===== src/rtl/lbcg_pkg.sv =====
package lbcg_pkg;

    localparam int VALUE_W = 32;
    localparam int UNIT_W = 23;
    localparam int COUNT_W = 8;
    localparam int DIGIT_CNT_W = 4;
    localparam int NIBBLE_W = 4;
    localparam int OUT_TDATA_W = 8;

    localparam logic [UNIT_W-1:0] UNIT_RESET = 23'h100000;
    localparam logic [NIBBLE_W-1:0] NIBBLE_MASK = 4'hf;
    localparam logic [COUNT_W-1:0] LONG_FLASH_UNITS = 8'd5;

    typedef enum logic [1:0] {
        KIND_TICK  = 2'd0,
        KIND_WORD  = 2'd1,
        KIND_COUNT = 2'd2
    } kind_t;

    typedef enum logic [1:0] {
        PH_IDLE  = 2'd0,
        PH_FLASH = 2'd1,
        PH_SPACE = 2'd2,
        PH_GAP   = 2'd3
    } phase_t;

    typedef enum logic [1:0] {
        LEN_QUARTER = 2'd0,
        LEN_ONE     = 2'd1,
        LEN_FOUR    = 2'd2
    } flen_t;

    typedef struct packed {
        logic [1:0]         kind;
        logic [VALUE_W-1:0] value;
    } item_t;

    typedef struct packed {
        logic start_ignored;
        logic done_res;
        logic busy_res;
        logic led;
    } res_t;

    typedef struct packed {
        logic [COUNT_W-1:0] remaining;
        flen_t              flen;
    } plan_t;

endpackage


===== src/rtl/lbcg_in_stage.sv =====
module lbcg_in_stage (
    input  logic                 aclk,
    input  logic                 aresetn,
    input  logic                 s_tvalid,
    output logic                 s_tready,
    input  logic [31:0]          s_tdata,
    input  logic [1:0]           s_tuser,
    input  logic                 down_ready,
    output logic                 item_valid,
    output lbcg_pkg::item_t      item
);
    import lbcg_pkg::*;

    logic  valid_reg, valid_next;
    item_t item_reg;

    assign s_tready = !valid_reg || down_ready;

    always_comb begin
        if (s_tvalid && s_tready) begin
            valid_next = 1'b1;
        end else if (down_ready) begin
            valid_next = 1'b0;
        end else begin
            valid_next = valid_reg;
        end
    end

    always_ff @(posedge aclk) begin
        if (!aresetn) begin
            valid_reg <= 1'b0;
        end else begin
            valid_reg <= valid_next;
        end
    end

    always_ff @(posedge aclk) begin
        if (s_tvalid && s_tready) begin
            item_reg.kind  <= s_tuser;
            item_reg.value <= s_tdata;
        end
    end

    assign item_valid = valid_reg;
    assign item = item_reg;

endmodule


===== src/rtl/lbcg_core.sv =====
module lbcg_core #(
    parameter int DIGITS = 8,
    parameter int TICK_COUNT_WIDTH = 24
) (
    input  logic                         aclk,
    input  logic                         aresetn,
    input  logic                         cfg_valid,
    input  logic [lbcg_pkg::UNIT_W-1:0]  cfg_data,
    input  logic                         step,
    input  lbcg_pkg::item_t              item,
    output lbcg_pkg::res_t               res
);
    import lbcg_pkg::*;

    localparam int TCW = TICK_COUNT_WIDTH;
    localparam int LEN_W = (TCW + 1 > UNIT_W + 2) ? TCW + 1 : UNIT_W + 2;
    localparam int WORD_SHIFT = (DIGITS < 8) ? NIBBLE_W * (8 - DIGITS) : 0;
    localparam logic [LEN_W-1:0] LEN_CAP = LEN_W'(1) << TCW;
    localparam logic [DIGIT_CNT_W-1:0] LAST_DIGIT = DIGIT_CNT_W'(DIGITS - 1);

    logic [UNIT_W-1:0]      unit_reg;
    phase_t                 phase_reg, phase_next;
    logic [TCW-1:0]         tick_reg, tick_next;
    logic [COUNT_W-1:0]     rem_reg, rem_next;
    flen_t                  flen_reg, flen_next;
    logic [DIGIT_CNT_W-1:0] digits_reg, digits_next;
    logic [VALUE_W-1:0]     word_reg, word_next;
    logic                   led_reg, led_next;

    logic [LEN_W-1:0]       raw_len, seg_len, tick_inc;
    logic [VALUE_W-1:0]     word_shifted, word_start;
    logic                   done, ignored;
    plan_t                  plan;

    // Splits what is left of a digit into the next flash: a long flash per
    // whole five, otherwise a short one; a zero digit gets the quarter flash.
    function automatic plan_t flash_plan(input logic [COUNT_W-1:0] d);
        plan_t p;
        if (d == '0) begin
            p.remaining = '0;
            p.flen = LEN_QUARTER;
        end else if (d >= LONG_FLASH_UNITS) begin
            p.remaining = d - LONG_FLASH_UNITS;
            p.flen = LEN_FOUR;
        end else begin
            p.remaining = d - COUNT_W'(1);
            p.flen = LEN_ONE;
        end
        return p;
    endfunction

    always_ff @(posedge aclk) begin
        if (!aresetn) begin
            unit_reg <= UNIT_RESET;
        end else if (cfg_valid) begin
            unit_reg <= cfg_data;
        end
    end

    // Length of the current segment in ticks, held to 1 .. 2**TCW.
    always_comb begin
        case (phase_reg)
            PH_GAP:   raw_len = LEN_W'(unit_reg) << 2;
            PH_SPACE: raw_len = LEN_W'(unit_reg);
            PH_FLASH: begin
                case (flen_reg)
                    LEN_QUARTER: raw_len = LEN_W'(unit_reg >> 2);
                    LEN_FOUR:    raw_len = LEN_W'(unit_reg) << 2;
                    default:     raw_len = LEN_W'(unit_reg);
                endcase
            end
            default:  raw_len = LEN_W'(unit_reg);
        endcase
        if (raw_len == '0) begin
            seg_len = LEN_W'(1);
        end else if (raw_len > LEN_CAP) begin
            seg_len = LEN_CAP;
        end else begin
            seg_len = raw_len;
        end
    end

    assign tick_inc = LEN_W'(tick_reg) + LEN_W'(1);
    assign word_shifted = word_reg << NIBBLE_W;
    assign word_start = item.value << WORD_SHIFT;

    always_comb begin
        phase_next  = phase_reg;
        tick_next   = tick_reg;
        rem_next    = rem_reg;
        flen_next   = flen_reg;
        digits_next = digits_reg;
        word_next   = word_reg;
        led_next    = led_reg;
        done        = 1'b0;
        ignored     = 1'b0;
        plan        = flash_plan(rem_reg);

        case (item.kind)
            KIND_TICK: begin
                if (phase_reg != PH_IDLE) begin
                    if (tick_inc >= seg_len) begin
                        tick_next = '0;
                        case (phase_reg)
                            PH_FLASH: begin
                                phase_next = PH_SPACE;
                                led_next = 1'b0;
                            end
                            PH_SPACE: begin
                                if (rem_reg == '0) begin
                                    phase_next = PH_GAP;
                                    led_next = 1'b0;
                                end else begin
                                    rem_next = plan.remaining;
                                    flen_next = plan.flen;
                                    phase_next = PH_FLASH;
                                    led_next = 1'b1;
                                end
                            end
                            default: begin
                                if (digits_reg != '0) begin
                                    plan = flash_plan(COUNT_W'(
                                        word_shifted[VALUE_W-1 -: NIBBLE_W]));
                                    digits_next = digits_reg - DIGIT_CNT_W'(1);
                                    word_next = word_shifted;
                                    rem_next = plan.remaining;
                                    flen_next = plan.flen;
                                    phase_next = PH_FLASH;
                                    led_next = 1'b1;
                                end else begin
                                    phase_next = PH_IDLE;
                                    led_next = 1'b0;
                                    done = 1'b1;
                                end
                            end
                        endcase
                    end else begin
                        tick_next = tick_inc[TCW-1:0];
                    end
                end
            end
            KIND_WORD, KIND_COUNT: begin
                if (phase_reg != PH_IDLE) begin
                    ignored = 1'b1;
                end else begin
                    if (item.kind == KIND_WORD) begin
                        word_next = word_start;
                        digits_next = LAST_DIGIT & NIBBLE_MASK;
                        plan = flash_plan(COUNT_W'(word_start[VALUE_W-1 -: NIBBLE_W]));
                    end else begin
                        word_next = '0;
                        digits_next = '0;
                        plan = flash_plan(item.value[COUNT_W-1:0]);
                    end
                    rem_next = plan.remaining;
                    flen_next = plan.flen;
                    phase_next = PH_FLASH;
                    led_next = 1'b1;
                    tick_next = '0;
                end
            end
            default: begin
                // Unused kind code: no change and no flags.
            end
        endcase

        res.led = led_next;
        res.busy_res = (phase_next != PH_IDLE);
        res.done_res = done;
        res.start_ignored = ignored;
    end

    always_ff @(posedge aclk) begin
        if (!aresetn) begin
            phase_reg  <= PH_IDLE;
            tick_reg   <= '0;
            rem_reg    <= '0;
            flen_reg   <= LEN_QUARTER;
            digits_reg <= '0;
            word_reg   <= '0;
            led_reg    <= 1'b0;
        end else if (step) begin
            phase_reg  <= phase_next;
            tick_reg   <= tick_next;
            rem_reg    <= rem_next;
            flen_reg   <= flen_next;
            digits_reg <= digits_next;
            word_reg   <= word_next;
            led_reg    <= led_next;
        end
    end

endmodule


===== src/rtl/lbcg_out_stage.sv =====
module lbcg_out_stage (
    input  logic                               aclk,
    input  logic                               aresetn,
    input  logic                               res_valid,
    input  lbcg_pkg::res_t                     res,
    output logic                               up_ready,
    output logic                               m_tvalid,
    input  logic                               m_tready,
    output logic [lbcg_pkg::OUT_TDATA_W-1:0]   m_tdata
);
    import lbcg_pkg::*;

    logic valid_reg, valid_next;
    res_t res_reg;

    assign up_ready = !valid_reg || m_tready;

    always_comb begin
        if (res_valid) begin
            valid_next = 1'b1;
        end else if (m_tready) begin
            valid_next = 1'b0;
        end else begin
            valid_next = valid_reg;
        end
    end

    always_ff @(posedge aclk) begin
        if (!aresetn) begin
            valid_reg <= 1'b0;
        end else begin
            valid_reg <= valid_next;
        end
    end

    always_ff @(posedge aclk) begin
        if (res_valid) begin
            res_reg <= res;
        end
    end

    assign m_tvalid = valid_reg;
    assign m_tdata = OUT_TDATA_W'(res_reg);

endmodule


===== src/rtl/led_blink_code_generator.sv =====
// LED blink-code generator.
// Input stream: s_tuser carries the item kind (tick, start word, start count)
// and s_tdata the 32-bit value. Each input transaction yields exactly one
// result transaction on the m_ channel: LED level, busy, done and a flag for
// a start that arrived while a sequence was still running.
// Configuration: a write transaction on cfg_valid/cfg_data sets the number
// of ticks per blink unit; cfg_ready is always high. Write it only while idle.
// An input transaction passes the input register, then the state update and
// result register. One item is taken every cycle while the result receiver
// does not stall; the rate is set by the state update, which holds one add
// and compare of the tick counter against the segment length.
// When the result receiver stalls, the result register holds its transaction
// and the input register holds one more; s_tready falls only when both are
// full. Reset (aresetn low, synchronous) turns the LED off, ends any sequence,
// empties both registers and sets the blink unit to 0x100000 ticks.
module led_blink_code_generator #(
    parameter int DIGITS = 8,
    parameter int TICK_COUNT_WIDTH = 24
) (
    input  logic        aclk,
    input  logic        aresetn,
    input  logic        s_tvalid,
    output logic        s_tready,
    input  logic [31:0] s_tdata,   // value[31:0]
    input  logic [1:0]  s_tuser,   // kind[1:0]
    output logic        m_tvalid,
    input  logic        m_tready,
    output logic [7:0]  m_tdata,   // led, busy_res, done_res, start_ignored, zeros
    input  logic        cfg_valid,
    output logic        cfg_ready,
    input  logic [22:0] cfg_data   // blink_unit
);
    import lbcg_pkg::*;

    logic  item_valid, down_ready, step;
    item_t item;
    res_t  res;

    assign cfg_ready = 1'b1;
    assign step = item_valid && down_ready;

    lbcg_in_stage u_in (
        .aclk       (aclk),
        .aresetn    (aresetn),
        .s_tvalid   (s_tvalid),
        .s_tready   (s_tready),
        .s_tdata    (s_tdata),
        .s_tuser    (s_tuser),
        .down_ready (down_ready),
        .item_valid (item_valid),
        .item       (item)
    );

    lbcg_core #(
        .DIGITS           (DIGITS),
        .TICK_COUNT_WIDTH (TICK_COUNT_WIDTH)
    ) u_core (
        .aclk      (aclk),
        .aresetn   (aresetn),
        .cfg_valid (cfg_valid && cfg_ready),
        .cfg_data  (cfg_data),
        .step      (step),
        .item      (item),
        .res       (res)
    );

    lbcg_out_stage u_out (
        .aclk      (aclk),
        .aresetn   (aresetn),
        .res_valid (step),
        .res       (res),
        .up_ready  (down_ready),
        .m_tvalid  (m_tvalid),
        .m_tready  (m_tready),
        .m_tdata   (m_tdata)
    );

endmodule

===== config.mk =====
export PLATFORM = sky130hd
export DESIGN_NAME = led_blink_code_generator
export DESIGN_NICKNAME = d
export VERILOG_FILES = /design/src/rtl/lbcg_pkg.sv /design/src/rtl/lbcg_in_stage.sv /design/src/rtl/lbcg_core.sv /design/src/rtl/lbcg_out_stage.sv /design/src/rtl/led_blink_code_generator.sv
export SDC_FILE = /design/constraint.sdc
export NUM_CORES = 1
export LEC_CHECK = 0
export BUFFER_PORTS_ARGS = -buffer_cell sky130_fd_sc_hd__buf_4
export CAP_MARGIN = 10
export CORE_MARGIN = 2
export CORE_UTILIZATION = 46
export DETAILED_ROUTE_END_ITERATION = 8
export GPL_TIMING_DRIVEN = 0
export SLEW_MARGIN = 20
export SYNTH_ARGS = -nofsm -noshare
export SYNTH_HDL_FRONTEND = slang
export SYNTH_SLANG_ARGS = --single-unit

===== constraint.sdc =====
create_clock -name aclk -period 6.05 [get_ports aclk]
set_clock_uncertainty 0.1 [all_clocks]
set_input_delay 1.5125 -clock aclk [delete_from_list [all_inputs] [get_ports aclk]]
set_output_delay 1.5125 -clock aclk [all_outputs]
set_load 0.05 [all_outputs]

==> out/metrics.cfg <==
[clock_tree]
numCtsBuffers = 17
tritoncts = yes
postCtsSetupBuffers = 0
cts.sinks = 132
clk_path_buf_depth = 2
cts-root-buf = clkbuf_16
cts_resized = 0
clkTransAtPathRegs_ps = 70
cts_hold_buf = 0
clock_latency_ps = 430
htreeDepth = 4

[grt]
antenna_found_initial = 0
grt_pass1_wl_mm = 35.2
track_usage_pct = 24.4
gr-total-overflow = 0
grt_pass1_vias = 6746
grt_start_max_net_pins = 34

[worst_setup_path]
worstSetupPathType = register to register
crit_path_frequent_cell = nand4_1
start_kind = register
startpoint = u_core.phase_reg[1]
path_cells = inv_1 -> ha_1 -> buf_2 -> nor3b_1 -> clkbuf_1 -> a32oi_1 -> nand4_1 -> nor4_1 -> nand4_1 -> nor2b_1 -> buf_2 -> a21o_1 -> ha_1 -> nand2_1 -> nor4_4 -> nand4_1 -> o211a_1 -> o31a_1 -> buf_6 -> nand2b_4 -> buf_8 -> o41ai_2
cpPeakStageDelay_ps = 480
cp_top_family = simple AND/OR/NAND/NOR gates
cp_data_required_time_ps = 6290
crit_arrival_ps = 5670
r2r_slack_ps = 620
end_kind = register
crit_buf_inv = 6
crit_path_top_delay_cell = dfxtp_1
path_max_fanout = 10
r2r_start = u_core.phase_reg[1]

[floorplanning]
die_h_um = 137
start_util_pct = 46.9
die-area_um2 = 18700
top_level_ports = 73
coreArea_um2 = 17300
row_count = 48
die_w_um = 137

[synth]
synth_ff_type = dfxtp_1
synth.distinct_cells = 79
netlist_top_cells_area = dfxtp_1 (23%), edfxtp_1 (14%), ha_1 (6.9%), nand2_1 (4.2%), mux2i_1 (4.2%)
netlist_area_um2 = 8120
ys_warn_count = 0
synth_area_leader_cell = dfxtp_1
ys_seq_area_share_pct = 37.2
async_flop_share_pct = 0
synth.avg_cell_area_um2 = 8.67
synth_cells = 937
synth_top_area_share_pct = 23.2
synth_edf_count = 38
synth-seq-cells = 132

[route]
post-route-drc-count = 0
wl_per_cell_um = 17.6
dr.pass1.iters = 6
drt_wl_total_mm = 22.2
first_iter_violations = 617
via_per_inst = 5.78
vias = 7295
ant_nets = 0

[timing]
finalSetupViolCount = 0
period_share_pct = 89.8
rsz0062_at_grt = false
fmax_mhz = 184
layout_min_cycle_time_ps = 5430
tightest_slew_ps = 873
hold_violations = 0
tns_ps = 0
whs_ps = 353
drv_slew = 0
slew_headroom_pct = 41.8

[place]
port_buffers = 65
gp_congestion = 0.948
dpl.cell_count = 1231
hpwl_mm = 16.5

[power]
ir_drop_v = 0.000211
powerDensity_nw_per_um2 = 253
p_leak_nw = 3.67

[final_layout]
largest_register_ffs = 34
area_growth_pct = 17.3
drive_above_1_share_pct = 14.8
nets = 1132
final_util_pct = 55.1
instances_no_fill = 1263
mostFrequentLayoutCells = dfxtp_1 (94), nand2_1 (91), nor2_1 (86)
antennaDiodeCount = 0
layout_commonest_cell = dfxtp_1

[hold_path]
hold_start = u_core.word_reg[2]
hp-class = register to register

[outcome]
status = complete, no violations

[flow_run]
drv_cap = 0

[worst min-delay path: cells and delay by family, from the launching register on]
| family | cells | cell delay [ps] |
|---|---|---|
| DFF | 1 | 310 |
| AOI/OAI and AO/OA | 1 | 50 |
| and+or+nand+nor | 1 | 50 |
[metal layers]
layer,vias up,global-route usage [%],wire length (um)
met2,216,41.4,10800
met3,43,4.48,1030
li1,3649,-,-
met4,0,8.88,474
met5,-,0,0
met1,3387,30.9,9880
[path summary, 6_finish.rpt]
kind         cells after the start                  to
max reg2reg                     22   u_core.rem_reg[7]
min reg2reg                      2  u_core.word_reg[2]
min                              2  u_core.word_reg[2]
max                             22   u_core.rem_reg[7]
[through the flow]
stage	power (mW)	instance area (um2)	setup slack [ps]
after floorplan	1.25	8130	1500
after global placement	1.37	8900	608
after detailed placement	1.37	8920	673
after CTS	2.43	9530	648
after global routing	2.51	9530	218
final	2.41	9530	618
[where the power goes]
part	leakage (nW)	switching, mW	total, mW	internal, mW
clock	0.296	0.466	1.06	0.594
sequential	1.14	0.0363	0.986	0.950
combinational	2.24	0.220	0.369	0.149
[synthesized netlist by cell type, types with 6 or more instances]
| master | count |
|---|---|
| buf_4 | 7 |
| a22oi_1 | 11 |
| and2_1 | 8 |
| nor2b_1 | 10 |
| o31ai_1 | 6 |
| or2_2 | 7 |
| a21oi_1 | 61 |
| a21o_1 | 18 |
| dfxtp_1 | 94 |
| o211ai_1 | 13 |
| xor2_1 | 9 |
| nand2b_1 | 8 |
| mux2i_1 | 34 |
| buf_2 | 19 |
| o221ai_1 | 7 |
| nand3_1 | 41 |
| nand2_1 | 91 |
| or3_1 | 7 |
| and3_1 | 6 |
| nor2_1 | 86 |
| a211oi_1 | 6 |
| o21ai_0 | 40 |
| edfxtp_1 | 38 |
| xnor2_1 | 23 |
| a221oi_1 | 20 |
| clkbuf_1 | 34 |
| ha_1 | 45 |
| inv_1 | 25 |
| nand4_1 | 14 |
| o21a_1 | 7 |
| nor3_1 | 30 |
| nor4_1 | 9 |
[layout make-up]
class,count,area [um2]
clock buffers,17,425
fillers,1655,7770
repair buffers,66,508
clock inverters,15,181
well taps,225,282
inverters,28,105
plain buffers,68,332
multi-input cells,712,4670
flip-flops and latches,132,3020
[cells by family (layout without fill, tap and decap cells)]
kind of cell             count (synthesis)  in the layout  share of synthesized area, %
other                                    2              5                        0.0925
buffers and inverters                   96            194                          5.38
XOR/XNOR                                32             32                          3.45
AND/OR/NAND/NOR                        349            349                          21.5
AO/OA/AOI/OAI                          245            245                          20.9
multiplexers                            36             36                          4.47
flip-flops                             132            132                          37.2
adder cells (fa/ha/maj)                 45             45                          6.93
Power figures use the tool's default switching activity.
